`config.mk`:
```
export PLATFORM = sky130hd
export DESIGN_NAME = utf8_decode_to_low_bytes_unit
export DESIGN_NICKNAME = d
export VERILOG_FILES = /design/src/design/u8lb_pkg.sv /design/src/design/u8lb_front.sv /design/src/design/u8lb_queue.sv /design/src/design/u8lb_back.sv /design/src/design/utf8_decode_to_low_bytes_unit.sv
export SDC_FILE = /design/constraint.sdc
export NUM_CORES = 1
export LEC_CHECK = 0
export ABC_AREA = 1
export BUFFER_PORTS_ARGS = -buffer_cell sky130_fd_sc_hd__buf_2
export CAP_MARGIN = 30
export CORE_UTILIZATION = 60
export CTS_BUF_LIST = sky130_fd_sc_hd__clkbuf_4 sky130_fd_sc_hd__clkbuf_8
export CTS_CLUSTER_DIAMETER = 150
export DETAILED_ROUTE_END_ITERATION = 10
export PLACE_DENSITY = 0.74
export SLEW_MARGIN = 15
export SYNTH_ARGS = -nofsm -noshare
export SYNTH_HDL_FRONTEND = slang
export SYNTH_SLANG_ARGS = --single-unit
```
`constraint.sdc`:
```
create_clock -name clk -period 10.4 [get_ports clk]
set_clock_uncertainty 0.2 [all_clocks]
set_input_delay 1.04 -clock clk [delete_from_list [all_inputs] [get_ports clk]]
set_output_delay 1.04 -clock clk [all_outputs]
set_load 0.01 [all_outputs]
```
`src/design/u8lb_pkg.sv`:
```
// ---------------------------------------------------------------------------
// u8lb_pkg: shared types for the utf-8 to low-byte decoder
// job record passed from the decode front end through the queue to the
// beat sequencer
// ---------------------------------------------------------------------------
package u8lb_pkg;

  localparam int unsigned JOB_BEATS = 4;   // most output beats one input byte can cause
  localparam int unsigned BYTE_W    = 8;

  // one decoded input byte: up to four output bytes, played out in order
  typedef struct packed {
    logic [JOB_BEATS-1:0][BYTE_W-1:0] bytes;  // beat 0 in the lowest slot
    logic [2:0]                       cnt;    // number of beats, 1..4
    logic                             last;   // final beat closes the stream
    logic                             bare;   // single end marker beat, no data
  } job_t;

endpackage

```
`src/design/u8lb_front.sv`:
```
// ---------------------------------------------------------------------------
// u8lb_front: utf-8 decode front end
// holds the sequence state, classifies each input byte and builds a job
// ---------------------------------------------------------------------------
module u8lb_front (
  input  logic            clk,
  input  logic            rst_n,
  input  logic            in_valid,
  output logic            in_ready,
  input  logic [7:0]      in_byte,
  input  logic            in_last,
  input  logic            q_full,
  output logic            push,
  output u8lb_pkg::job_t  job
);

  localparam logic [7:0]  REPL_BYTE   = 8'hFD;
  localparam logic [7:0]  HI_SURR_OFS = 8'hC0;     // low byte of 0xd7c0
  localparam logic [20:0] BOM_CP      = 21'h00FEFF;
  localparam logic [20:0] MIN_2B      = 21'h000080;
  localparam logic [20:0] MIN_3B      = 21'h000800;
  localparam logic [20:0] MIN_4B      = 21'h010000;
  localparam logic [20:0] SURR_LO     = 21'h00D800;
  localparam logic [20:0] SURR_HI     = 21'h00DFFF;
  localparam logic [20:0] NONCH_LO    = 21'h00FDD0;
  localparam logic [20:0] NONCH_HI    = 21'h00FDDF;
  localparam logic [20:0] CP_LIMIT    = 21'h110000;

  localparam logic [1:0]  SEQ_2B = 2'd1;
  localparam logic [1:0]  SEQ_3B = 2'd2;
  localparam logic [1:0]  SEQ_4B = 2'd3;

  logic [1:0]  need_r, need_nxt;
  logic [1:0]  seq_r, seq_nxt;
  logic [20:0] acc_r, acc_nxt;
  logic        hdr_r, hdr_nxt;

  logic        acc_beat;
  logic        seq_open;
  logic        is_cont;
  logic        do_fresh;
  logic        do_finish;
  logic [1:0]  pre;
  logic [1:0]  post;
  logic [1:0]  main_n;
  logic [7:0]  m0;
  logic [7:0]  m1;
  logic [20:0] uc;
  logic [20:0] min_uc;
  logic        nonchar;
  logic [2:0]  cnt;

  assign in_ready = !q_full;
  assign acc_beat = in_valid && in_ready;
  assign seq_open = (need_r != 2'd0);
  assign is_cont  = (in_byte[7:6] == 2'b10);

  always_comb begin
    need_nxt  = need_r;
    seq_nxt   = seq_r;
    acc_nxt   = acc_r;
    hdr_nxt   = hdr_r;
    pre       = 2'd0;
    post      = 2'd0;
    main_n    = 2'd0;
    m0        = 8'h00;
    m1        = 8'h00;
    do_fresh  = 1'b0;
    do_finish = 1'b0;
    uc        = 21'd0;
    min_uc    = MIN_4B;
    nonchar   = 1'b0;

    if (seq_open && is_cont) begin
      acc_nxt  = {acc_r[14:0], in_byte[5:0]};
      need_nxt = need_r - 2'd1;
      if (need_nxt == 2'd0) begin
        do_finish = 1'b1;
      end
    end else if (seq_open) begin
      // broken sequence: one replacement per byte taken, then retry the byte
      pre      = seq_r - need_r + 2'd1;
      need_nxt = 2'd0;
      hdr_nxt  = 1'b1;
      do_fresh = 1'b1;
    end else begin
      do_fresh = 1'b1;
    end

    if (do_fresh) begin
      if (in_byte[7] == 1'b0) begin
        main_n  = 2'd1;
        m0      = in_byte;
        hdr_nxt = 1'b1;
      end else if (in_byte[7:5] == 3'b110) begin
        acc_nxt  = {16'd0, in_byte[4:0]};
        need_nxt = SEQ_2B;
        seq_nxt  = SEQ_2B;
        hdr_nxt  = 1'b1;
      end else if (in_byte[7:4] == 4'b1110) begin
        // a three-byte lead may still start a byte order mark
        acc_nxt  = {17'd0, in_byte[3:0]};
        need_nxt = SEQ_3B;
        seq_nxt  = SEQ_3B;
      end else if (in_byte[7:3] == 5'b11110) begin
        acc_nxt  = {18'd0, in_byte[2:0]};
        need_nxt = SEQ_4B;
        seq_nxt  = SEQ_4B;
        hdr_nxt  = 1'b1;
      end else begin
        main_n  = 2'd1;
        m0      = REPL_BYTE;
        hdr_nxt = 1'b1;
      end
    end

    if (do_finish) begin
      uc = acc_nxt;
      case (seq_r)
        SEQ_2B:  min_uc = MIN_2B;
        SEQ_3B:  min_uc = MIN_3B;
        default: min_uc = MIN_4B;
      endcase
      nonchar = (uc[15:1] == 15'h7FFF) || (uc >= NONCH_LO && uc <= NONCH_HI);
      if (!hdr_r && uc == BOM_CP) begin
        main_n = 2'd0;
      end else if (!nonchar && uc >= MIN_4B && uc < CP_LIMIT) begin
        // surrogate pair, low byte of each half
        main_n = 2'd2;
        m0     = uc[17:10] + HI_SURR_OFS;
        m1     = uc[7:0];
      end else if (uc < min_uc || (uc >= SURR_LO && uc <= SURR_HI) || nonchar
                   || uc >= CP_LIMIT) begin
        main_n = 2'd1;
        m0     = REPL_BYTE;
      end else begin
        main_n = 2'd1;
        m0     = uc[7:0];
      end
      hdr_nxt = 1'b1;
    end

    if (in_last) begin
      if (need_nxt != 2'd0) begin
        post = seq_nxt - need_nxt + 2'd1;
      end
      need_nxt = 2'd0;
      seq_nxt  = 2'd0;
      acc_nxt  = 21'd0;
      hdr_nxt  = 1'b0;
    end
  end

  assign cnt = {1'b0, pre} + {1'b0, main_n} + {1'b0, post};

  always_comb begin
    job.last = in_last;
    job.bare = (cnt == 3'd0);
    job.cnt  = (cnt == 3'd0) ? 3'd1 : cnt;
    for (int i = 0; i < u8lb_pkg::JOB_BEATS; i++) begin
      if (cnt == 3'd0) begin
        job.bytes[i] = 8'h00;
      end else if (main_n != 2'd0 && {1'b0, pre} == 3'(i)) begin
        job.bytes[i] = m0;
      end else if (main_n == 2'd2 && ({1'b0, pre} + 3'd1) == 3'(i)) begin
        job.bytes[i] = m1;
      end else begin
        job.bytes[i] = REPL_BYTE;
      end
    end
  end

  assign push = acc_beat && (cnt != 3'd0 || in_last);

  always_ff @(posedge clk) begin
    if (!rst_n) begin
      need_r <= 2'd0;
      seq_r  <= 2'd0;
      acc_r  <= 21'd0;
      hdr_r  <= 1'b0;
    end else if (acc_beat) begin
      need_r <= need_nxt;
      seq_r  <= seq_nxt;
      acc_r  <= acc_nxt;
      hdr_r  <= hdr_nxt;
    end
  end

  // the end of a stream puts the decoder back to its start state
  a_last_restarts: assert property (@(posedge clk) disable iff (!rst_n)
    (acc_beat && in_last) |=> (need_r == 2'd0 && !hdr_r))
    else $error("decoder state not cleared after last beat");

  // an open sequence never claims more bytes than its lead announced
  a_need_le_seq: assert property (@(posedge clk) disable iff (!rst_n)
    (need_r != 2'd0) |-> (need_r <= seq_r))
    else $error("pending count exceeds sequence length");

endmodule

```
`src/design/u8lb_queue.sv`:
```
// ---------------------------------------------------------------------------
// u8lb_queue: job queue
// small register queue that decouples the decode front end from the
// beat sequencer
// ---------------------------------------------------------------------------
module u8lb_queue #(
  parameter int unsigned DEPTH = 4
) (
  input  logic            clk,
  input  logic            rst_n,
  input  logic            push,
  input  u8lb_pkg::job_t  push_job,
  input  logic            pop,
  output logic            full,
  output logic            not_empty,
  output u8lb_pkg::job_t  head
);

  localparam int unsigned PW = $clog2(DEPTH);
  localparam int unsigned CW = $clog2(DEPTH + 1);

  u8lb_pkg::job_t mem_r [DEPTH];
  logic [PW-1:0]  wr_ptr_r;
  logic [PW-1:0]  rd_ptr_r;
  logic [CW-1:0]  count_r;

  assign full      = (count_r == CW'(DEPTH));
  assign not_empty = (count_r != '0);
  assign head      = mem_r[rd_ptr_r];

  always_ff @(posedge clk) begin
    if (push) begin
      mem_r[wr_ptr_r] <= push_job;
    end
  end

  always_ff @(posedge clk) begin
    if (!rst_n) begin
      wr_ptr_r <= '0;
      rd_ptr_r <= '0;
      count_r  <= '0;
    end else begin
      if (push) begin
        wr_ptr_r <= (wr_ptr_r == PW'(DEPTH - 1)) ? '0 : wr_ptr_r + 1'b1;
      end
      if (pop) begin
        rd_ptr_r <= (rd_ptr_r == PW'(DEPTH - 1)) ? '0 : rd_ptr_r + 1'b1;
      end
      if (push && !pop) begin
        count_r <= count_r + 1'b1;
      end else if (pop && !push) begin
        count_r <= count_r - 1'b1;
      end
    end
  end

  a_no_overflow: assert property (@(posedge clk) disable iff (!rst_n)
    push |-> (!full || pop))
    else $error("job queue overflow");

  a_no_underflow: assert property (@(posedge clk) disable iff (!rst_n)
    pop |-> not_empty)
    else $error("job queue underflow");

endmodule

```
`src/design/u8lb_back.sv`:
```
// ---------------------------------------------------------------------------
// u8lb_back: beat sequencer
// plays each queued job out as one output beat per cycle, while out_tready
// allows, into a registered output stage
// ---------------------------------------------------------------------------
module u8lb_back (
  input  logic            clk,
  input  logic            rst_n,
  input  logic            q_valid,
  input  u8lb_pkg::job_t  head,
  output logic            pop,
  output logic            out_tvalid,
  input  logic            out_tready,
  output logic [7:0]      out_tdata,
  output logic            out_tuser,
  output logic            out_tlast
);

  logic [1:0] idx_r;
  logic       vld_r;
  logic [7:0] data_r;
  logic       user_r;
  logic       last_r;
  logic       load;
  logic       final_beat;

  assign load       = q_valid && (!vld_r || out_tready);
  assign final_beat = ({1'b0, idx_r} == (head.cnt - 3'd1));
  assign pop        = load && final_beat;

  always_ff @(posedge clk) begin
    if (!rst_n) begin
      idx_r <= 2'd0;
      vld_r <= 1'b0;
    end else begin
      if (load) begin
        vld_r <= 1'b1;
        idx_r <= final_beat ? 2'd0 : idx_r + 2'd1;
      end else if (out_tready) begin
        vld_r <= 1'b0;
      end
    end
  end

  always_ff @(posedge clk) begin
    if (load) begin
      data_r <= head.bytes[idx_r];
      user_r <= !head.bare;
      last_r <= head.last && final_beat;
    end
  end

  assign out_tvalid = vld_r;
  assign out_tdata  = data_r;
  assign out_tuser  = user_r;
  assign out_tlast  = last_r;

  // a beat without data is only ever the end marker
  a_bare_is_last: assert property (@(posedge clk) disable iff (!rst_n)
    (vld_r && !user_r) |-> last_r)
    else $error("data-less beat without end marker");

  // every queued job carries at least one beat
  a_job_not_empty: assert property (@(posedge clk) disable iff (!rst_n)
    q_valid |-> (head.cnt != 3'd0 && head.cnt <= 3'd4))
    else $error("job with bad beat count");

endmodule

```
`src/design/utf8_decode_to_low_bytes_unit.sv`:
```
// ---------------------------------------------------------------------------
// utf8_decode_to_low_bytes_unit: utf-8 decoder giving utf-16 low bytes
// streams utf-8 bytes in, streams the low byte of each utf-16 code unit out
// ---------------------------------------------------------------------------
// One utf-8 byte enters per input beat. Each completed code point comes out
// as the low byte of its utf-16 form: one beat below 0x10000, two beats (low
// bytes of the high and low surrogate) above. Overlong forms, surrogates,
// non-characters, values past 0x10ffff and stray bytes give 0xfd; a broken
// sequence gives one 0xfd per byte it had taken and the offending byte is
// then decoded afresh. A byte order mark at the start of a stream is dropped.
// in_tlast ends the stream: any open sequence is flushed as 0xfd beats, the
// final output beat carries out_tlast, and if the last byte gave nothing a
// single beat with out_tuser low marks the end. The block sustains one input
// beat per cycle while out_tready is high and each byte yields at most one
// output beat; a byte with more beats holds the output sequencer until all
// are out, and the job queue of QUEUE_DEPTH entries absorbs such bursts
// before in_tready drops. Each job passes a queue entry and the output register.
// ---------------------------------------------------------------------------
module utf8_decode_to_low_bytes_unit #(
  parameter int unsigned QUEUE_DEPTH = 4   // jobs buffered, at least 2
) (
  input  logic       clk,
  input  logic       rst_n,

  // input stream
  input  logic       in_tvalid,
  output logic       in_tready,
  input  logic [7:0] in_tdata,    // [7:0] in_byte
  input  logic       in_tlast,    // is_last

  // output stream
  output logic       out_tvalid,
  input  logic       out_tready,
  output logic [7:0] out_tdata,   // [7:0] out_byte
  output logic       out_tuser,   // [0] byte_valid
  output logic       out_tlast    // stream_end
);

  // front end to queue
  logic           push;
  u8lb_pkg::job_t push_job;
  logic           q_full;

  // queue to sequencer
  logic           q_valid;
  logic           pop;
  u8lb_pkg::job_t head;

  // decode: sequence state, validity checks, job building
  u8lb_front u_front (
    .clk      (clk),
    .rst_n    (rst_n),
    .in_valid (in_tvalid),
    .in_ready (in_tready),
    .in_byte  (in_tdata),
    .in_last  (in_tlast),
    .q_full   (q_full),
    .push     (push),
    .job      (push_job)
  );

  // decouples decode from beat play-out
  u8lb_queue #(
    .DEPTH (QUEUE_DEPTH)
  ) u_queue (
    .clk       (clk),
    .rst_n     (rst_n),
    .push      (push),
    .push_job  (push_job),
    .pop       (pop),
    .full      (q_full),
    .not_empty (q_valid),
    .head      (head)
  );

  // one output beat per cycle from the head job while out_tready allows
  u8lb_back u_back (
    .clk        (clk),
    .rst_n      (rst_n),
    .q_valid    (q_valid),
    .head       (head),
    .pop        (pop),
    .out_tvalid (out_tvalid),
    .out_tready (out_tready),
    .out_tdata  (out_tdata),
    .out_tuser  (out_tuser),
    .out_tlast  (out_tlast)
  );

endmodule
```
* After elaboration in Yosys (flattened, before gate mapping)
Memories as Yosys holds them, arrays and structs flattened. A register that Yosys moved wholly into a read port is not among the register bits.
Index checks and enable logic that the tools add are counted.
W data, S select, Z words.
** Operators by class
- Add/sub/neg operators :: 15
- Order comparisons :: 9
- Eq/ne operators :: 19
- Mux-type cells :: 83
- Reductions and logical operators :: 45
** Operator list (count)
- $mux W8 :: 25
- $mux W21 :: 8
- $mux W2 :: 30
- $ge A21 B16 Y1 const B :: 2
- $le A21 B16 Y1 const B :: 2
- $pmux W17 S2 :: 1
- $eq A21 B16 Y1 const B :: 1
- $ge A21 B17 Y1 const B :: 1
- $ge A21 B21 Y1 const B :: 1
- $logic_and A1 B1 Y1 :: 21
- $lt A21 B21 Y1 :: 1
- $lt A21 B21 Y1 const B :: 1
- $bmux W8 S2 :: 1
- $eq A15 B15 Y1 const B :: 1
- $mux W1 :: 15
- $eq A2 B2 Y1 const B :: 7
- $add A2 B1 Y2 const B :: 5
- $reduce_bool A2 Y1 :: 5
- $mux W3 :: 3
- $add A8 B8 Y8 const B :: 1
- $logic_not A1 Y1 :: 7
- $eq A3 B2 Y1 const B :: 2
- $eq A3 B3 Y1 const B :: 2
- $logic_not A3 Y1 :: 2
- other kinds (16) :: 26
** Word-level totals
- Flip-flop bits (word level) :: 46
- Memory bits (writable) :: 148
- Input port bits :: 13
- Logic and storage cells :: 184
- Memories kept :: 1
** Memories
- u_queue.mem_r :: depth 4, bits a word 37, rd ports 1, clocked after Yosys merged registers in 1, write ports 1, RTL line u8lb_queue.sv:22 : u8lb_pkg::job_t mem_r [DEPTH];

* Depth between registers and ports, before layout
Gate-level depths: netlist (run 1).
- Depth after elaboration :: 26
- Gate-level depth with buffers :: 34
- Mapped depth without buffers :: 32

* Modules after synthesis
From an unflattened synthesis (run 1), not the netlist that was laid out.
** Unflattened totals
- Cells, all modules :: 1030
- Area total of the unflattened synthesis :: 9893.2 um^2
** Modules (own cells, without submodules)
- u8lb_queue :: times used 1, cells an instance 418, area each 5949.5 um^2, seq. area each 4624.4 um^2
- u8lb_front :: times used 1, cells an instance 522, area each 3156.8 um^2, seq. area each 520.5 um^2
- u8lb_back :: times used 1, cells an instance 90, area each 787.0 um^2, seq. area each 360.3 um^2

* Worst setup path before layout (run 1)
Ideal clock, no wire load.
- Kind :: input port to flip-flop
- Start :: input in_tdata[7]
- End :: memory u_queue.mem_r[0][0] (netlist bit) (enable)
- Setup time :: 431 ps
- Arrival time :: 5732 ps
- Slack :: 4037 ps
- Cell stages on the path :: 25
- Cells stage by stage :: buf_6 -> nand2_4 -> clkinv_4 -> nand3_2 -> buf_2 -> nand4_1 -> nand2_1 -> inv_1 -> ha_1 -> and3_1 -> nand4_1 -> nand2_1 -> nand2_1 -> nand3_2 -> inv_2 -> nand2_2 -> buf_6 -> inv_1 -> fa_1 -> ha_1 -> xor2_1 -> nor3_1 -> a21oi_1 -> inv_1 -> nor2_1
** On the way
- Longest elaborated chain between the ends :: 24
- Elaborated cells on any way between the ends :: 56
** RTL lines
- start, declared :: RTL line utf8_decode_to_low_bytes_unit.sv:28 : input logic [7:0] in_tdata,
- $eq A2 B2 Y1 :: RTL line u8lb_front.sv:56 : assign is_cont = (in_byte[7:6] == 2'b10);
- $logic_and A1 B1 Y1 :: RTL line u8lb_front.sv:74 : if (seq_open && is_cont) begin
- $mux W21 :: RTL line u8lb_front.sv:74
- $mux W21 :: RTL line u8lb_front.sv:105 : end else if (in_byte[7:3] == 5'b11110) begin
- $mux W21 :: RTL line u8lb_front.sv:100 : end else if (in_byte[7:4] == 4'b1110) begin
- $mux W21 :: RTL line u8lb_front.sv:95 : end else if (in_byte[7:5] == 3'b110) begin
- $mux W21 :: RTL line u8lb_front.sv:91 : if (in_byte[7] == 1'b0) begin
- $mux W21 :: RTL line u8lb_front.sv:90 : if (do_fresh) begin
- [... 9 more ...]
- $add A2 B2 Y3 :: RTL line u8lb_front.sv:154 : assign cnt = {1'b0, pre} + {1'b0, main_n} + {1'b0, post};
- $add A3 B2 Y3 (*) :: RTL line u8lb_front.sv:154
- $reduce_bool A3 Y1 (*) :: RTL line u8lb_front.sv:173 : assign push = acc_beat && (cnt != 3'd0 || in_last);
- $logic_or A1 B1 Y1 (*) :: RTL line u8lb_front.sv:173
- $logic_and A1 B1 Y1 (*) :: RTL line u8lb_front.sv:173
- via push :: RTL line utf8_decode_to_low_bytes_unit.sv:40 : logic push;
- $mux W1 (*) :: RTL line u8lb_queue.sv:32 : if (push) begin
- $mux W1 (not written as such) (*) :: RTL line u8lb_queue.sv:33 : mem_r[wr_ptr_r] <= push_job;
- end, declared :: RTL line u8lb_queue.sv:22
Mark *: on every way through the listed nets, which the timed path passes. The rest lies on a longest branch.

* Worst setup path in the final report (run 1)
- Start :: register u_front.need_r[0]
- End :: register u_queue.count_r[2]
** On the way
- Longest elaborated chain between the ends :: 25
- Elaborated cells on any way between the ends :: 55
** RTL lines
- start, declared :: RTL line u8lb_front.sv:33 : logic [1:0] need_r, need_nxt;
- start signal, assigned :: RTL line u8lb_front.sv:182 : need_r <= need_nxt;
- $reduce_bool A2 Y1 :: RTL line u8lb_front.sv:55 : assign seq_open = (need_r != 2'd0);
- $logic_and A1 B1 Y1 :: RTL line u8lb_front.sv:74
- $mux W21 :: RTL line u8lb_front.sv:74
- $mux W21 :: RTL line u8lb_front.sv:105
- $mux W21 :: RTL line u8lb_front.sv:100
- $mux W21 :: RTL line u8lb_front.sv:95
- $mux W21 :: RTL line u8lb_front.sv:91
- $mux W21 :: RTL line u8lb_front.sv:90
- [... 10 more ...]
- $add A3 B2 Y3 (*) :: RTL line u8lb_front.sv:154
- $reduce_bool A3 Y1 (*) :: RTL line u8lb_front.sv:173
- $logic_or A1 B1 Y1 (*) :: RTL line u8lb_front.sv:173
- $logic_and A1 B1 Y1 (*) :: RTL line u8lb_front.sv:173
- via push :: RTL line utf8_decode_to_low_bytes_unit.sv:40
- $logic_not A1 Y1 :: RTL line u8lb_queue.sv:51 : end else if (pop && !push) begin
- $logic_and A1 B1 Y1 :: RTL line u8lb_queue.sv:51
- $reduce_bool A2 Y1 (no line)
- end signal, assigned :: RTL line u8lb_queue.sv:50 : count_r <= count_r + 1'b1;
- end signal, assigned :: RTL line u8lb_queue.sv:52 : count_r <= count_r - 1'b1;
- end, declared :: RTL line u8lb_queue.sv:25 : logic [CW-1:0] count_r;
Marked as above.
A chain may end at the register's enable or synchronous reset.

==> results of run 1 <==
-- power by group through the flow --
stage	registers [uW]	logic, uW	clock network [uW]
floorplan	1070	428	0
global placement	1060	628	0
detailed placement	1060	642	0
CTS	1050	644	503
global route	1060	723	534
finish	1040	650	502
-- worst reg2reg max path: cells and delay by family (launching register included) --
family	cells	cell delay (ns)
fa+ha+maj	6	1.68
buf+inv	7	1.12
compound gates	5	0.73
xor+xnor	1	0.33
simple gates	10	1.42
flops	1	0.42
-- state kept, by name, indices dropped and copies added (netlist names), 2 cells and up, named ones only --
signal and flops:
u_back.idx_r 2, u_back.out_tdata 8, u_front.acc_r 21, u_front.need_r 2
u_front.seq_r 2, u_queue.count_r 3, u_queue.mem_r 148, u_queue.rd_ptr_r 2
u_queue.wr_ptr_r 2
-- cells in the mapped netlist, types with 3 or more instances --
cell type / number / share of area, %
edfxtp_1: 158 / 49
nand3_2: 3 / 0.31
buf_2: 4 / 0.21
dfxtp_1: 38 / 7.9
nand2_1: 188 / 7.4
xnor2_1: 3 / 0.27
o221ai_1: 23 / 2.1
nand4_1: 27 / 1.8
inv_1: 77 / 3.0
o22ai_1: 11 / 0.72
o21ai_0: 92 / 4.8
inv_2: 13 / 0.51
a32o_1: 3 / 0.31
a21oi_1: 71 / 3.7
nor3_1: 7 / 0.37
clkinv_1: 4 / 0.16
xor2_1: 5 / 0.46
ha_1: 18 / 2.3
nand3_1: 48 / 2.5
nor2_2: 9 / 0.59
clkbuf_1: 38 / 1.5
o211ai_1: 12 / 0.94
nand2_2: 11 / 0.72
buf_6: 4 / 0.47
nor2_1: 126 / 4.9
fa_1: 3 / 0.63
-- layer usage --
metal | vias up | track usage, % | wire (um)
met2 | 288 | 45.1 | 10500
li1 | 3551 | - | -
met3 | 67 | 4.12 | 1350
met1 | 3478 | 38.0 | 9690
met5 | - | 0 | 0
met4 | 0 | 16.1 | 1050
-- kinds of logic after synthesis --
| group | after synthesis |
|---|---|
| AO/OA/AOI/OAI | 220 |
| XOR/XNOR | 8 |
| adder cells (fa/ha/maj) | 21 |
| buffers and inverters | 143 |
| flip-flops | 196 |
| AND/OR/NAND/NOR | 428 |
-- path summary, 6_finish.rpt --
check                                                    start  slack [ns]  cells past startpoint                               to
worst max-delay path            u_front.need_r[0]$_SDFFE_PN0P_        4.38                     29  u_queue.count_r[2]$_SDFFE_PN0P_
worst min-delay path            u_front.acc_r[18]$_SDFFE_PN0P_        0.27                      2   u_front.acc_r[18]$_SDFFE_PN0P_
worst max register to register  u_front.need_r[0]$_SDFFE_PN0P_        4.38                     29  u_queue.count_r[2]$_SDFFE_PN0P_
worst min register to register  u_front.acc_r[18]$_SDFFE_PN0P_        0.27                      2   u_front.acc_r[18]$_SDFFE_PN0P_
-- cell type report --
class,instances,share of cell area [%]
flip-flops and latches,196,53.2
multi-input cells,677,34.3
inverters,95,3.50
well taps,211,2.55
repair buffers,39,2.44
clock buffers,19,2.41
clock inverters,13,1.52
-- cells in the final DEF, fill, tap and decap left out, types with 12 or more instances in the layout --
master | Yosys | routed
edfxtp_1 | 158 | 158
o211ai_1 | 12 | 12
nor2_1 | 126 | 122
buf_2 | 4 | 24
inv_1 | 77 | 76
nand4_1 | 27 | 27
buf_4 | 1 | 13
inv_2 | 13 | 14
clkbuf_8 | 0 | 17
nand3_1 | 48 | 48
a21oi_1 | 71 | 71
dfxtp_1 | 38 | 37
o221ai_1 | 23 | 23
ha_1 | 18 | 18
nand2_1 | 188 | 188
o21ai_0 | 92 | 92
-- per-stage QoR --
step                      util, %  worst slack (ns)  std cells  power, uW  hold WS (ns)
after detailed placement     64.3              4.15       1217       1700         0.259
after global routing         67.0              3.98       1250       2310         0.283
after global placement       64.2              3.98       1216       1690         0.253
after CTS                    67.0              4.47       1249       2190         0.273
after floorplan                 -              4.04       1016       1500         0.234
final                        67.0              4.38       1250       2200         0.273
==> summary.md, run 1 <==
| Metric | Value |
|---|---|
| Initial Util | `62.2%` |
| H-tree depth | `4` |
| Core Rows | `45` |
| Cell family with most CP delay | `adder cells` |
| Synth Area in XOR/XNOR | `0.730%` |
| Clock transition at the registers of the reported paths | `0.09 ns` |
| Wire per inst | `18.0 um` |
| Comb pwr share | `29.6%` |
| Post-cts resize count | `0` |
| Hold Fails Final Rpt | `0` |
| Cell Pwr Density | `212 mW/mm2` |
| Unrepaired setup endpoints after global routing | `false` |
| Gr usage total | `28.5%` |
| Mux cell area share after synthesis | `0%` |
| Leakage | `0.00384 uW` |
| Post-route antenna net violation count | `0` |
| Syn-to-layout area delta | `7.84%` |
| GPL Wtd Cong | `1.00` |
| Outcome | `complete, no violations` |
| Setup total negative slack | `0 ns` |
| Max VDD drop | `0.135 mV` |
| Power share of the clock group | `22.8%` |
| Max cap viols | `0` |
| Final Cell Area | `0.0103 mm2` |
| Largest net degree at the start of global routing | `76` |
| Ports | `25` |
| CP peak stage delay | `0.42 ns` |
| Detailed Route WL | `22500 um` |
| Sw Share | `33.9%` |
| F_max | `166 MHz` |
| Compound-Gate Fraction of Synth Area | `13.3%` |
| Sw Pwr | `744 uW` |
| Part of the power in registers | `47.6%` |
| CTS root buffer | `clkbuf_8` |
| Syn_area_per_cell | `9.44 um2` |
| Largest family of logic cells by synthesized area | `simple AND/OR/NAND/NOR gates` |
| Initial antenna violation count | `0` |
| Adder-cell area share of the yosys netlist | `2.97%` |
| Core area | `0.0154 mm2` |
| First-pass GRT wire length | `35200 um` |
| Ratio of cells with drive above 1 in the final layout | `12.3%` |
| TritonCTS clock tree | `yes` |
| Die H | `128 um` |
| Num CTS Buffers | `17` |
| Crit share post-route | `57.9%` |
| Synth unique cells | `41` |
| Flops & latches, synth | `196` |
| Vias in the first global route | `6749` |
| CTS max path bufs | `2` |
| Final min period | `6.02 ns` |
| Final setup vio count | `0` |
| Async set-reset flop share out of synthesis | `0%` |
| Syn_nets | `1050` |
| First-iteration detailed-routing DRC count | `785` |
| WP data arrival | `6.17 ns` |
| Type of the worst setup path | `flop to flop` |
| Rel. slew slack | `37.8%` |
| Vias per inst | `5.91` |
| Clock Latency Late Sink | `0.46 ns` |
| Post-synth EDFFs | `158` |
| Startpoint Class | `flop` |
| Internal power | `1450 uW` |
| Critical-path top delay cell | `dfxtp_1` |
| Hold Path Class | `flop to flop` |
| Buffers on Ports | `24` |
| Synth Cell Area | `0.00959 mm2` |
| # diodes | `0` |
| Total Nets Final | `1060` |
| Buf/Inv on CP | `7` |
| Hold-fix buffers at CTS | `0` |
| Gr ovfl total | `0` |
| CTS sink cnt | `196` |
| Crit path capture type | `flop` |
| Reg area | `0.00551 mm2` |
| YS warnings | `0` |
| Main synth FF type | `edfxtp_1` |
| Postcts setup bufs | `0` |
| Mapped Cells | `1016` |
| CP required | `10.55 ns` |
| Worst Tran Pin Value | `0.928 ns` |
| DR pass1 iterations | `5` |
| Final Slew Violations | `0` |
| Vias | `7384` |
| Filler instances | `1240` |
| Worst-path fanout max | `33` |
| Die area | `0.0165 mm2` |
| Simple-gate share of the synthesized area | `19.5%` |
| DRC viols | `0` |
| Hpwl dp | `14200 um` |
| Die X | `128 um` |
| Placed inst area | `0.00992 mm2` |
| Area of the multi-input gates | `0.00355 mm2` |
| Fraction of the yosys area taken by sequential cells | `57.4%` |
(Power assumes the default switching activity.)
==> run 2, diff against run 1 <==
--- a/config.mk
+++ b/config.mk
@@ -8,11 +8,11 @@
 export ABC_AREA = 1
 export BUFFER_PORTS_ARGS = -buffer_cell sky130_fd_sc_hd__buf_2
 export CAP_MARGIN = 30
-export CORE_UTILIZATION = 60
+export CORE_UTILIZATION = 59
 export CTS_BUF_LIST = sky130_fd_sc_hd__clkbuf_4 sky130_fd_sc_hd__clkbuf_8
 export CTS_CLUSTER_DIAMETER = 150
 export DETAILED_ROUTE_END_ITERATION = 10
-export PLACE_DENSITY = 0.74
+export PLACE_DENSITY = 0.76
 export SLEW_MARGIN = 15
 export SYNTH_ARGS = -nofsm -noshare
 export SYNTH_HDL_FRONTEND = slang
==> constraint.sdc (replaced) <==
create_clock -name clk -period 5.2 [get_ports clk]
set_clock_uncertainty 0.2 [all_clocks]
set_input_delay 0.52 -clock clk [delete_from_list [all_inputs] [get_ports clk]]
set_output_delay 0.52 -clock clk [all_outputs]
set_load 0.01 [all_outputs]
==> run 2 against run 1 <==
  * Non-clock buffer count is 29 higher
  * Register-to-register slack worse by 4.2 ns
  * Hold slack worse by 0.12 ns
  * Via count is 3.1% higher
==> summary.md, run 2 (synthesis results as in run 1) <==
| Metric | Value |
|---|---|
| Crit share post-route | `96.2% (+38 points)` |
| Ratio of cells with drive above 1 in the final layout | `15.4% (+3.0 points)` |
| Leakage | `0.00401 uW (+4.5%)` |
| Reg area | `0.00551 mm2 (about the same)` |
| Max VDD drop | `0.202 mV (+50%)` |
| Clock transition at the registers of the reported paths | `0.10 ns (about the same)` |
| Worst-path fanout max | `10 (-70%)` |
| Vias per inst | `5.93 (+0.40%)` |
| Worst flop-to-flop path endpoint | `u_queue.count_r[1]$_SDFFE_PN0P_` |
| Cell family with most CP delay | `simple AND/OR/NAND/NOR gates` |
| Wire per inst | `18.7 um (+3.7%)` |
| Buf/Inv on CP | `5 (-2)` |
| Syn-to-layout area delta | `11.3%` |
| Final setup vio count | `0 (unchanged)` |
| Buffers on Ports | `24 (unchanged)` |
| Type of the worst setup path | `flop to flop` |
| Detailed Route WL | `24000 um (+6.5%)` |
| Gr busiest metal | `met2` |
| Commonest non-fill, non-tap cell in the layout | `nand2_1` |
| DR pass1 iterations | `5 (unchanged)` |
| Worst-case reg-to-reg path depth | `25 (-14%)` |
| Hold Fails Final Rpt | `0 (unchanged)` |
| WHS Endpoint | `u_queue.mem_r[3][1]$_DFFE_PP_` |
| TritonCTS clock tree | `yes` |
| Cell Pwr Density | `418 mW/mm2 (+97%)` |
| GPL Wtd Cong | `1.02 (+1.5%)` |
| CP required | `5.36 ns (-5.19 ns)` |
| Largest Register | `u_queue.mem_r` |
| Final Cell Area | `0.0107 mm2 (+3.2%)` |
| WP data arrival | `5.16 ns (-1.01 ns)` |
| H-tree depth | `4 (unchanged)` |
| GR Util met1 | `38.2% (+0.21 points)` |
| Most frequent cells in the layout | `nand2_1, edfxtp_1, nor2_1, o21ai_0, inv_1` |
| Largest net degree at the start of global routing | `45 (-41%)` |
| Clock Latency Late Sink | `0.47 ns (about the same)` |
| Worst Tran Pin Value | `0.969 ns (+0.0407 ns)` |
| Crit path capture type | `flop` |
| Core area | `0.0159 mm2 (+3.0%)` |
| Gr usage total | `30.1% (+1.7 points)` |
| Initial antenna violation count | `0 (unchanged)` |
| Total Nets Final | `1089 (+2.7%)` |
| Placed Instances | `1249 (+2.6%)` |
| Critical-path top delay cell | `fa_1` |
| Vias | `7615 (+3.1%)` |
| Die H | `130 um (+0.83%)` |
| Max cap viols | `0 (unchanged)` |
| # diodes | `0 (unchanged)` |
| DRC viols | `0 (unchanged)` |
| M2 GR Usage | `50.3% (+5.2 points)` |
| Hpwl dp | `15300 um (+7.5%)` |
| Hold_sp | `in_tlast` |
| Vias in the first global route | `7094 (+5.1%)` |
| Die X | `130 um (+0.83%)` |
| Gr ovfl total | `0 (unchanged)` |
| CTS max path bufs | `2 (unchanged)` |
| CTS root buffer | `clkbuf_8` |
| Rel. slew slack | `35.1% (-2.7 points)` |
| Pwr Total | `4460 uW (+100%)` |
| Reg2Reg Setup Slack | `0.20 ns (-4.18 ns)` |
| F_max | `200 MHz (+20%)` |
| First-iteration detailed-routing DRC count | `834 (+6.2%)` |
| Setup total negative slack | `0 ns (unchanged)` |
| M3 GR Usage | `5.33% (+1.2 points)` |
| Num CTS Buffers | `17 (unchanged)` |
| Final Slew Violations | `0 (unchanged)` |
| Fin cells | `1284 (+2.7%)` |
| First-pass GRT wire length | `37700 um (+7.1%)` |
| R2r startpoint | `u_front.need_r[0]$_SDFFE_PN0P_` |
| CP peak stage delay | `0.52 ns (+0.10 ns)` |
| Ports | `25 (unchanged)` |
| Die area | `0.0168 mm2 (+1.7%)` |
| Hold Path Class | `input port to flop` |
| Filler instances | `1276 (+2.9%)` |
| PnR worst setup slack | `0.198 ns (-4.18 ns)` |
| Outcome | `complete, no violations` |
| Startpoint Class | `flop` |
| Hold path depth | `1 (-1)` |
| Core Rows | `46 (+2.2%)` |
| Post-route antenna net violation count | `0 (unchanged)` |
| Worst slack, placed | `-0.0319 ns (-4.18 ns)` |
| Placed inst area | `0.0102 mm2 (+2.7%)` |
| Final min period | `5.00 ns (-1.02 ns)` |
| Area of the multi-input gates | `0.00361 mm2 (+1.6%)` |
| Max reg flops | `148 (unchanged)` |
| Initial Util | `60.4% (-1.8 points)` |
| CTS sink cnt | `196 (unchanged)` |
run 2: how the worst max path moves through the flow:
stage                                    from                              end  slack [ns]  cells past startpoint
4_1_cts        u_front.need_r[0]$_SDFFE_PN0P_  u_queue.count_r[2]$_SDFFE_PN0P_        0.08                     27
6_report       u_front.need_r[0]$_SDFFE_PN0P_  u_queue.count_r[1]$_SDFFE_PN0P_        0.20                     25
2_1_floorplan  u_front.need_r[0]$_SDFFE_PN0P_    u_queue.mem_r[0][0]$_DFFE_PP_       -0.13                     26
3_3_place_gp                      in_tdata[7]  u_queue.count_r[2]$_SDFFE_PN0P_        0.08                     28
3_5_place_dp                      in_tdata[7]  u_queue.count_r[2]$_SDFFE_PN0P_       -0.03                     28
5_1_grt        u_front.need_r[0]$_SDFFE_PN0P_  u_queue.count_r[2]$_SDFFE_PN0P_       -0.06                     32
run 2: worst register-to-register path, cell delays in order (launching register included):
cell	delay [ns]
dfxtp_2	0.38
inv_1	0.07
ha_1	0.23
inv_2	0.10
nand3_4	0.13
buf_4	0.21
nand2_1	0.07
nand2_1	0.06
nor2_2	0.13
nand3_4	0.14
nor3_1	0.31
nand2_1	0.17
nor3_4	0.29
nor2_4	0.07
nand2_2	0.08
inv_1	0.05
fa_1	0.52
ha_4	0.18
xor2_1	0.17
nor3_2	0.19
a21oi_2	0.10
ha_1	0.21
inv_1	0.13
fa_2	0.46
o21ai_0	0.19
a21oi_1	0.07
run 2: stage by stage:
stage / utilization (%) / hold slack, ns
6_report: 67.2 / 0.155
5_1_grt: 67.2 / 0.145
4_1_cts: 66.7 / 0.129
3_5_place_dp: 64.1 / 0.257
3_3_place_gp: 64.0 / 0.252
2_1_floorplan: - / 0.234
run 2: what timing repair did:
action | in CTS | in global routing
hold endpoints to repair | 0 | 0
buffers inserted | 0 | 2
hold buffers | 0 | 0
gates resized for setup | 0 | 15
endpoints found under the setup margin | 0 | 178
run 2: area by class of cell:
cell class	count	area share, %
repair buffers	68	4.76
clock inverters	15	1.66
flip-flops and latches	196	51.6
inverters	95	3.41
well taps	216	2.53
clock buffers	17	2.19
multi-input cells	677	33.8
run 2: report_power, final:
| part | switching [uW] | internal (uW) |
|---|---|---|
| Sequential | 92.5 | 2020 |
| Clock | 547 | 481 |
| Combinational | 905 | 415 |
run 2: per-layer routing:
metal / part of all wire (%) / wire (um)
met5: 0 / 0
met3: 5.8 / 1400
met1: 41 / 9960
met4: 3.7 / 879
met2: 49 / 11800
==> run 3, diff against run 2 <==
--- a/config.mk
+++ b/config.mk
@@ -8,6 +8,7 @@
 export ABC_AREA = 1
 export BUFFER_PORTS_ARGS = -buffer_cell sky130_fd_sc_hd__buf_2
 export CAP_MARGIN = 30
+export CORE_ASPECT_RATIO = 2
 export CORE_UTILIZATION = 59
 export CTS_BUF_LIST = sky130_fd_sc_hd__clkbuf_4 sky130_fd_sc_hd__clkbuf_8
 export CTS_CLUSTER_DIAMETER = 150
==> run 3 against run 2 <==
  * Sequential power about the same
  * Via count decreased by 0.14%
  * Combinational power increased by 3%
  * Largest power group unchanged
  * Highest routed layer unchanged
==> summary.md, run 3 (synthesis results as in run 1) <==
| Metric | Value |
|---|---|
| Syn-to-layout area delta | `11.9%` |
| Max VDD drop | `0.188 mV (-7.1%)` |
| CP endpoint | `u_queue.count_r[2]$_SDFFE_PN0P_` |
| Total Nets Final | `1104 (+1.4%)` |
| Startpoint Class | `flop` |
| Detailed Route WL | `25600 um (+6.8%)` |
| Most frequent cells in the layout | `nand2_1, edfxtp_1, nor2_1, o21ai_0, inv_1` |
| CTS max path bufs | `2 (unchanged)` |
| Final setup vio count | `0 (unchanged)` |
| Gr usage total | `32.4% (+2.3 points)` |
| Leakage | `0.00405 uW (+0.90%)` |
| Vias | `7604 (-0.14%)` |
| Die X | `92.2 um (-29%)` |
| Critical-path top delay cell | `fa_1` |
| Die H | `182 um (+41%)` |
| Placed inst area | `0.0103 mm2 (+1.4%)` |
| Worst-case reg-to-reg path depth | `30 (+20%)` |
| Worst slack, placed | `-0.0251 ns (+0.00682 ns)` |
| F_max | `204 MHz (+1.8%)` |
| # diodes | `0 (unchanged)` |
| PnR worst setup slack | `0.288 ns (+0.0896 ns)` |
| Final core utilization | `67.7% (+0.52 points)` |
| Core Rows | `65 (+41%)` |
| Gr ovfl total | `0 (unchanged)` |
| Critical path origin | `u_front.need_r[1]$_SDFFE_PN0P_` |
| Outcome | `complete, no violations` |
| Commonest non-fill, non-tap cell in the layout | `nand2_1` |
| Crit path capture type | `flop` |
| Worst Tran Pin Value | `0.983 ns (+0.0145 ns)` |
| Max reg flops | `148 (unchanged)` |
| Final Cell Area | `0.0107 mm2 (+0.61%)` |
| Reg2Reg Setup Slack | `0.29 ns (+0.09 ns)` |
| Critical Path Stages | `30 (+20%)` |
| Num CTS Buffers | `17 (unchanged)` |
| Cell family with most CP delay | `adder cells` |
| Setup total negative slack | `0 ns (unchanged)` |
| First-pass GRT wire length | `39600 um (+5.2%)` |
| Post-route antenna net violation count | `0 (unchanged)` |
| Placed Instances | `1250 (+0.080%)` |
| Final min period | `4.91 ns (-0.0896 ns)` |
| Vias per inst | `5.93 (about the same)` |
| DR pass1 iterations | `5 (unchanged)` |
| Hpwl dp | `18300 um (+19%)` |
| Fin cells | `1282 (-0.16%)` |
| Max cap viols | `0 (unchanged)` |
| Initial antenna violation count | `0 (unchanged)` |
| Most frequent CP cell | `inv_1` |
| DRC viols | `0 (unchanged)` |
| Worst flop-to-flop path endpoint | `u_queue.count_r[2]$_SDFFE_PN0P_` |
| R2r startpoint | `u_front.need_r[1]$_SDFFE_PN0P_` |
| Buffers on Ports | `24 (unchanged)` |
| Largest net degree at the start of global routing | `75 (+67%)` |
| Hold Fails Final Rpt | `0 (unchanged)` |
| Initial Util | `60.5% (+0.10 points)` |
| TritonCTS clock tree | `yes` |
| H-tree depth | `4 (unchanged)` |
| Buf/Inv on CP | `7 (+2)` |
| First-iteration detailed-routing DRC count | `424 (-49%)` |
| Rel. slew slack | `34.1% (-0.97 points)` |
| Vias in the first global route | `7583 (+6.9%)` |
| Ports | `25 (unchanged)` |
| Crit share post-route | `94.5% (-1.7 points)` |
| GPL Wtd Cong | `1.03 (+1.5%)` |
| Hold Path Class | `input port to flop` |
| Hold-fix buffers at CTS | `0 (unchanged)` |
| Clock Latency Late Sink | `0.47 ns (about the same)` |
| Cell Pwr Density | `399 mW/mm2 (-4.7%)` |
| CP peak stage delay | `0.55 ns (+0.03 ns)` |
| Largest Register | `u_queue.mem_r` |
| CP required | `5.36 ns (about the same)` |
| WP data arrival | `5.07 ns (-0.09 ns)` |
| CTS root buffer | `clkbuf_8` |
| CTS sink cnt | `196 (unchanged)` |
| Die area | `0.0168 mm2 (+0.18%)` |
| Wire per inst | `20.0 um (+7.0%)` |
| Type of the worst setup path | `flop to flop` |
| Ratio of cells with drive above 1 in the final layout | `16.8% (+1.5 points)` |
| Core area | `0.0159 mm2 (-0.16%)` |
| Final Slew Violations | `0 (unchanged)` |
| Clock transition at the registers of the reported paths | `0.09 ns (about the same)` |
| Worst-path fanout max | `8 (-2)` |
-- run 3: cell count changes in the layout (fill, tap and decap cells not counted), sizes merged --
cell and delta:
clkinvlp +3, clkbuf +4, buf +15, clkinv -2
bufinv -3, inv -4
-- run 3: metrics by stage --
| step | total power, uW | hold WS (ns) |
|---|---|---|
| final | 4280 | 0.160 |
| after global placement | 3440 | 0.252 |
| after floorplan | 3000 | 0.234 |
| after CTS | 4290 | 0.144 |
| after detailed placement | 3480 | 0.256 |
| after global routing | 4510 | 0.148 |
-- run 3: worst reg2reg max path, delay by kind of cell (launching register included) --
family / cells / cell delay [ns]
AOI/OAI and AO/OA: 5 / 0.59
xor gates and xnor gates: 1 / 0.20
adders and majority gates: 5 / 1.50
buffers and inverters: 7 / 0.62
DFF: 1 / 0.32
and+or+nand+nor: 12 / 1.40
-- run 3: layer usage --
| layer | share of wire (%) | track usage [%] | up-vias | wire length, um |
|---|---|---|---|---|
| met5 | 0 | 0 | - | 0 |
| met4 | 8.6 | 26.1 | 0 | 2210 |
| met3 | 3.8 | 6.13 | 118 | 965 |
| met2 | 55 | 61.1 | 223 | 14200 |
| met1 | 32 | 28.9 | 3630 | 8280 |
| li1 | - | - | 3633 | - |
-- run 3: final cells by class --
type / count / area (um2)
clock buffers: 21 / 264
clock inverters: 9 / 58.8
fillers: 1292 / 5120
inverters: 95 / 364
multi-input cells: 677 / 3610
flip-flops and latches: 196 / 5510
well taps: 201 / 251
repair buffers: 83 / 678
-- run 3: timing repair --
action                     CTS  global route
setup buffers                0             1
gates resized for setup      0            22
setup endpoints to repair    0           178
-- run 3: where the power goes --
| part | total (uW) | internal, uW | switching [uW] |
|---|---|---|---|
| clock | 827 | 343 | 484 |
| combinational | 1360 | 436 | 925 |
| sequential | 2090 | 2020 | 71.5 |
-- run 3: worst min path at each step --
| stage | startpoint | endpoint | cells past startpoint |
|---|---|---|---|
| after floorplan | u_front.hdr_r$_SDFFE_PN0P_ | u_front.hdr_r$_SDFFE_PN0P_ | 2 |
| after global placement | u_front.acc_r[18]$_SDFFE_PN0P_ | u_front.acc_r[18]$_SDFFE_PN0P_ | 2 |
| after detailed placement | u_front.acc_r[19]$_SDFFE_PN0P_ | u_front.acc_r[19]$_SDFFE_PN0P_ | 2 |
| after CTS | in_tlast | u_queue.mem_r[2][1]$_DFFE_PP_ | 1 |
| after global routing | in_tlast | u_queue.mem_r[3][1]$_DFFE_PP_ | 1 |
| final | in_tlast | u_queue.mem_r[3][1]$_DFFE_PP_ | 1 |
